[config.mk]
export PLATFORM = sky130hd
export DESIGN_NAME = swpm_front
export DESIGN_NICKNAME = d
export VERILOG_FILES = /design/src/sv/swpm_pkg.sv /design/src/sv/swpm_fifo.sv /design/src/sv/swpm_front.sv
export SDC_FILE = /design/constraint.sdc
export NUM_CORES = 1
export LEC_CHECK = 0
export ABC_AREA = 1
export ABC_CLOCK_PERIOD_IN_PS = 4120
export BUFFER_PORTS_ARGS = -buffer_cell sky130_fd_sc_hd__buf_2
export CORE_MARGIN = 2
export CORE_UTILIZATION = 25
export DETAILED_ROUTE_END_ITERATION = 10
export HOLD_SLACK_MARGIN = 0.08
export PLACE_DENSITY = 0.47
export SYNTH_ARGS = -nofsm -noshare
export SYNTH_HDL_FRONTEND = slang
export SYNTH_SLANG_ARGS = --single-unit
[constraint.sdc]
create_clock -name clk_i -period 4.12 [get_ports clk_i]
set_input_delay 0 -clock clk_i [delete_from_list [all_inputs] [get_ports clk_i]]
set_output_delay 0 -clock clk_i [all_outputs]
set_load 0.05 [all_outputs]
[src/sv/swpm_pkg.sv]
package swpm_pkg;

  // Defaults for the top level parameters.
  localparam int unsigned PATTERN_MAX_DEF = 16;
  localparam int unsigned ELEM_WIDTH_DEF  = 32;
  localparam int unsigned TEXT_MAX_DEF    = 65536;

  // Fixed field widths.
  localparam int unsigned ElemPortW = 32;
  localparam int unsigned IdxW      = 4;
  localparam int unsigned PosW      = 16;
  localparam int unsigned LenW      = 5;
  localparam int unsigned CfgIdxW   = 1;
  localparam int unsigned CfgDataW  = LenW;

  // Command codes.
  localparam logic CMD_PATTERN = 1'b0;
  localparam logic CMD_TEXT    = 1'b1;

  // Result kinds.
  localparam logic KIND_MATCH     = 1'b0;
  localparam logic KIND_NOT_FOUND = 1'b1;

  // Configuration register indexes.
  localparam logic [CfgIdxW-1:0] CFG_PATTERN_LENGTH = 1'b0;
  localparam logic [CfgIdxW-1:0] CFG_STRING_MODE    = 1'b1;

  typedef struct packed {
    logic                 is_text;
    logic [IdxW-1:0]      pattern_index;
    logic [ElemPortW-1:0] elem_value;
    logic                 text_last;
  } op_t;

  typedef struct packed {
    logic [LenW-1:0] pattern_length;
    logic            string_mode;
  } cfg_t;

  typedef struct packed {
    logic            kind;
    logic [PosW-1:0] position;
    logic            overflow;
  } res_t;

endpackage

[src/sv/swpm_fifo.sv]
module swpm_fifo #(
  parameter int unsigned WIDTH = 8
) (
  input  logic             clk_i,
  input  logic             rst_ni,
  input  logic             push_i,
  input  logic [WIDTH-1:0] data_i,
  output logic             full_o,
  input  logic             pop_i,
  output logic [WIDTH-1:0] data_o,
  output logic             empty_o
);

  logic [WIDTH-1:0] mem_q [2];
  logic             wr_ptr_q, rd_ptr_q;
  logic [1:0]       cnt_q;
  logic             do_push, do_pop;

  assign full_o  = cnt_q[1];
  assign empty_o = (cnt_q == 2'd0);
  assign do_push = push_i && !full_o;
  assign do_pop  = pop_i && !empty_o;
  assign data_o  = mem_q[rd_ptr_q];

  always_ff @(posedge clk_i or negedge rst_ni) begin
    if (!rst_ni) begin
      wr_ptr_q <= 1'b0;
      rd_ptr_q <= 1'b0;
      cnt_q    <= 2'd0;
    end else begin
      if (do_push) wr_ptr_q <= !wr_ptr_q;
      if (do_pop) rd_ptr_q <= !rd_ptr_q;
      if (do_push && !do_pop) begin
        cnt_q <= cnt_q + 2'd1;
      end else if (do_pop && !do_push) begin
        cnt_q <= cnt_q - 2'd1;
      end
    end
  end

  always_ff @(posedge clk_i) begin
    if (do_push) mem_q[wr_ptr_q] <= data_i;
  end

endmodule

[src/sv/swpm_front.sv]
module swpm_front
  import swpm_pkg::*;
#(
  parameter int unsigned PATTERN_MAX = PATTERN_MAX_DEF
) (
  input  logic                 clk_i,
  input  logic                 rst_ni,
  input  logic                 push,
  output logic                 full,
  input  logic                 command_i,
  input  logic [IdxW-1:0]      pattern_index_i,
  input  logic [ElemPortW-1:0] elem_value_i,
  input  logic                 text_last_i,
  output logic                 op_valid_o,
  output op_t                  op_o,
  input  logic                 op_pop_i
);

  op_t  op_in;
  logic keep;
  logic op_empty;

  // Pattern writes to a slot past the store are dropped here.
  assign keep = (command_i == CMD_TEXT) || (32'(pattern_index_i) < PATTERN_MAX);

  always_comb begin
    op_in.is_text       = (command_i == CMD_TEXT);
    op_in.pattern_index = pattern_index_i;
    op_in.elem_value    = elem_value_i;
    op_in.text_last     = text_last_i;
  end

  swpm_fifo #(
    .WIDTH($bits(op_t))
  ) u_op_fifo (
    .clk_i  (clk_i),
    .rst_ni (rst_ni),
    .push_i (push && keep),
    .data_i (op_in),
    .full_o (full),
    .pop_i  (op_pop_i),
    .data_o (op_o),
    .empty_o(op_empty)
  );

  assign op_valid_o = !op_empty;

endmodule

Word-level counts from Yosys, hierarchy flattened
Memories as Yosys holds them, arrays and structs flattened.
Cells that the tools add are included.
{ "classes": {"n_addsub": 2, "multipliers": 0, "div": 0, "magnitude_cmp": 0, "eq_ne": 0, "n_shift": 0, "muxes": 4, "n_bitwise": 0, "n_reduce_logical": 12} }
{ "ops": {"columns": ["operator", "count"], "rows": [
  ["zero test 1 bit", 6],
  ["logical AND 1 bit", 4],
  ["two-way mux 2 bit", 2],
  ["adder 2 x 1 -> 2 bit, second input constant", 1],
  ["zero test 2 bit", 1],
  ["two-way mux 1 bit", 2],
  ["nonzero test 2 bit", 1],
  ["subtractor 2 x 1 -> 2 bit, second input constant", 1]
]} }
{ "word_totals": {"ff_bits": 4, "latchBits": 0, "ram_bits": 76, "rom_bits": 0, "inputBits": 42, "word_cells": 22, "n_memories": 1} }
{ "mem_list": {"columns": ["name", "words", "word_bits", "read_ports", "rd_clocked_by_memory_dff", "wr", "line", "rtl"], "rows": [
  ["u_op_fifo.mem_q", 2, 38, 1, 0, 1, "swpm_fifo.sv:14", "logic [WIDTH-1:0] mem_q [2];"]
]} }

Depth between registers and ports, before layout
{ "logic_depth": {"ltp_word": 6, "mapped_depth": 9} }

By module
From an unflattened synthesis, not the netlist that was laid out.
{ "unflattened": {"hier_cells": 227, "hier_area_um2": 2979.1} }
{ "by_module_without_submodules": {"columns": ["module", "instances", "cells_per_inst", "area_per_inst_um2"], "rows": [
  ["swpm_fifo", 1, 226, 2975.4],
  ["swpm_front", 1, 1, 3.8]
]} }

Worst setup path after synthesis
Ideal clock, no wire load.
{ "synth_timing": {"path_type": "reg-to-reg", "from": "register u_op_fifo.cnt_q[1]", "to": "memory u_op_fifo.mem_q[0][0] in the netlist's numbering, enable pin", "setup_ps": 433, "t_arrival_ps": 2441, "required_ps": 3687, "slack_ps": 1246, "stages_incl_launch_ff": 4, "path_buffers": 0, "synth_period_minus_slack_ps": 2874, "cell_sequence": "dfrtp_1 -> inv_1 -> nand2_1 -> nor2_1"} }
{ "synth_via": {"elab_chain_cells": 4} }
{ "synth_rtl": {"columns": ["item", "line", "rtl"], "rows": [
  ["from (decl)", "swpm_fifo.sv:16", "logic [1:0] cnt_q;"],
  ["from (signal assigned)", "swpm_fifo.sv:34", "cnt_q <= cnt_q + 2'd1;"],
  ["from (signal assigned)", "swpm_fifo.sv:36", "cnt_q <= cnt_q - 2'd1;"],
  ["zero test 1 bit", "swpm_fifo.sv:21", "assign do_push = push_i && !full_o;"],
  ["logical AND 1 bit", "swpm_fifo.sv:21", null],
  ["two-way mux 1 bit", "swpm_fifo.sv:42", "if (do_push) mem_q[wr_ptr_q] <= data_i;"],
  ["two-way mux 1 bit (implied by the code)", "swpm_fifo.sv:42", null],
  ["to (decl)", "swpm_fifo.sv:14", null]
]} }
Every way passes these cells.

==> metrics <==
minimum clock period after layout between 2 and 2.5 ns; DRC violation count after routing 8; minimum setup slack after placement about 2.1 ns; most frequent cell after synthesis nand2_1; final total negative setup slack 0 ns; insertion delay to the later sink of the worst-skew pair about 0.33 ns; largest cells by area after synthesis edfxtp_1 77%, nand2_1 16%, dfrtp_1 3.4%; IO buf count 81; flop and latch count out of synthesis 80; transition time at the pin with the least slew margin about 1.2 ns; number of buffers on the longest clock path 2; number of instances in the synthesized netlist around 230; largest net degree at the start of global routing between 40 and 50; number of hold-slack violations in the final timing report 0; Final Slew Violations 0; FF-to-FF Start u_op_fifo.cnt_q[1]$_DFFE_PN0P_; share of the yosys chip area belonging to registers 0.802; cell accounting for the most synthesized area edfxtp_1; final weighted congestion of routability-driven global placement just over 0.7; Synth Area per Inst approximately 13 um^2; sink count of the clock tree 80; DRT iter0 DRCs 69; CTS H-tree depth 3; via count of the first global-routing pass roughly 1900; Die Span X between 100 and 150 um; Clock Pin Slew Worst Setup and Hold Paths ~0.060 ns; cell depth of the worst min-delay path 3; final setup slack of the worst path about 1.9 ns; pwr dens between 700 and 800 nW/um^2; final routed wire length divided by cell count about 12 um; I/O Pins 82; violations in the final reports DRC; dpl hpwl 3430 um; total congestion overflow after global routing 0; Crit Path Max Fanout 40; Crit path required time ~4.1 ns; worst reg2reg path depth 3; Post-Synthesis Cell Area approximately 3000 um^2; number of nets with antenna violations after detailed routing 0; status complete, but fails checks; total wirelength of the detailed-routed design between 6000 and 7000 um; reg-to-reg slack, setup around 2.1 ns; share of the synthesized area in the top cell type 0.768; r2r endpoint u_op_fifo.mem_q[1][13]$_DFFE_PP_; hold endpoint u_op_fifo.wr_ptr_q$_DFFE_PN0P_; total die area 12800 um^2; commonest cells in the synthesized netlist 123 x nand2_1, 76 x edfxtp_1, 6 x inv_1, 5 x buf_2, 4 x dfrtp_1; unrepaired setup endpoints after global routing false; type of element capturing the critical path primary output; startpoint type of the worst setup path flop; CTS buffer count 9; vias per cell between 3 and 4; die span in y 113 um; critical hold path startpoint push; initial cell density of the core 0.258; GRT Resource Usage Total 0.0984; cell chosen for the clock root clkbuf_16; total of endpoints with negative setup slack in the final report 0; fraction of final layout cells with drive strength greater than 1 0.286; EDFF count, synth 76; Post-Syn Nets 269; count of vias placed by the detailed router between 1500 and 2000; fin nets between 300 and 400; highest ir drop seen on vdd slightly above 0.0003 V; most common flop cell mapped by yosys edfxtp_1; arrival time at the worst endpoint about 2.3 ns; antenna violations before repair 0; fin crit share 0.549; Tot Pwr around 3.4 mW; count of unique library cells instantiated by Yosys 13; fmax about 0.44 GHz; TritonCTS clock tree done; antenna fix cells 0; Placement Rows 39; Leak about 1.8 nW; warning count from the yosys run 0; headroom to the max-slew limit 0.227; path type of the worst setup path flop to primary output; async set-reset flop share out of synthesis 0.0500; Hold/Removal Path Class input port to flop; # Max-Cap Violations 0; post-synthesis to final-layout area growth 43.0%; global-route wire length before repair 9420 um; total core area 11500 um^2; number of search-and-repair iterations in the first detailed-routing pass 7; final worst clock skew 0.00557 ns
## per-stage QoR
step / cells / util / area, um^2 / hold WS [ns]
after global routing: 500 / 0.369 / 4250 / 0.176
after CTS: 500 / 0.369 / 4250 / 0.126
after floorplan: 226 / - / 2970 / -0.296
final: 500 / 0.369 / 4250 / 0.137
after global placement: 443 / 0.307 / 3530 / -0.185
after detailed placement: 443 / 0.307 / 3530 / -0.187
## critical path, cell delays in order (launching register included)
cell and delay (ns):
dfrtp_2 0.89, inv_2 0.54, nand2_1 0.17, nand2_1 0.09, buf_2 0.22
## cell type report
cell class / count / area (um^2)
clock buffers: 10 / 239
clock inverters: 6 / 68.8
fillers: 1119 / 7270
inverters: 7 / 26.3
multi-input cells: 131 / 531
flip-flops and latches: 80 / 2380
well taps: 143 / 179
repair buffers: 123 / 823
## cell usage in the layout, fill, tap and decap left out
master         count
nand2_1          123
buf_2             81
edfxtp_1          76
dlygate4sd3_1     41
clkbuf_16          9
inv_1              6
clkinv_4           3
dfrtp_1            3
nor2_4             2
nand3_1            2
inv_2              1
xnor2_1            1
xor2_1             1
nand4_1            1
ha_1               1
bufinv_16          1
clkinvlp_4         1
clkinv_2           1
clkbuf_8           1
buf_4              1
dfrtp_2            1
## per-layer routing
layer  routed length (um)  global-route usage
met1                 2660               0.116
met3                  396              0.0375
met2                 2950               0.164
met4                   78              0.0366
met5                    0                   0
## flip-flops by register name, summed over array words and instances, names as in the netlist
name	count
u_op_fifo.cnt_q	2
u_op_fifo.mem_q	76
u_op_fifo.rd_ptr_q	1
u_op_fifo.wr_ptr_q	1
## worst max path at each step
stage	startpoint	endpoint	slack, ns
2_1_floorplan	u_op_fifo.cnt_q[1]$_DFFE_PN0P_	u_op_fifo.mem_q[0][0]$_DFFE_PP_	1.25
3_3_place_gp	u_op_fifo.rd_ptr_q$_DFFE_PN0P_	op_o[32]	2.09
3_5_place_dp	u_op_fifo.cnt_q[1]$_DFFE_PN0P_	u_op_fifo.mem_q[1][15]$_DFFE_PP_	2.08
4_1_cts	u_op_fifo.rd_ptr_q$_DFFE_PN0P_	op_o[32]	1.72
5_1_grt	u_op_fifo.rd_ptr_q$_DFFE_PN0P_	op_o[13]	1.62
6_report	u_op_fifo.rd_ptr_q$_DFFE_PN0P_	op_o[13]	1.86
## repair_timing
| item | in CTS | in global routing |
|---|---|---|
| hold buffers | 41 | 0 |
| resized for setup | 0 | 0 |
| buffers inserted | 0 | 0 |
| endpoints found under the setup margin | 0 | 0 |
| endpoints found under the hold margin | 81 | 0 |
## logic make-up after synthesis
family        after synthesis  synth area share
xor+xnor                    2           0.00590
fa+ha+maj                   1           0.00421
buf+inv                    15            0.0248
flops                      80             0.802
simple gates              128             0.163
## power breakdown
group | switching, mW | total (mW) | internal (mW)
Sequential | 0.106 | 1.19 | 1.09
Combinational | 1.10 | 1.39 | 0.292
Clock | 0.312 | 0.799 | 0.487
Total | 1.52 | 3.39 | 1.87
Note: power is estimated with default switching activity, not from simulation.
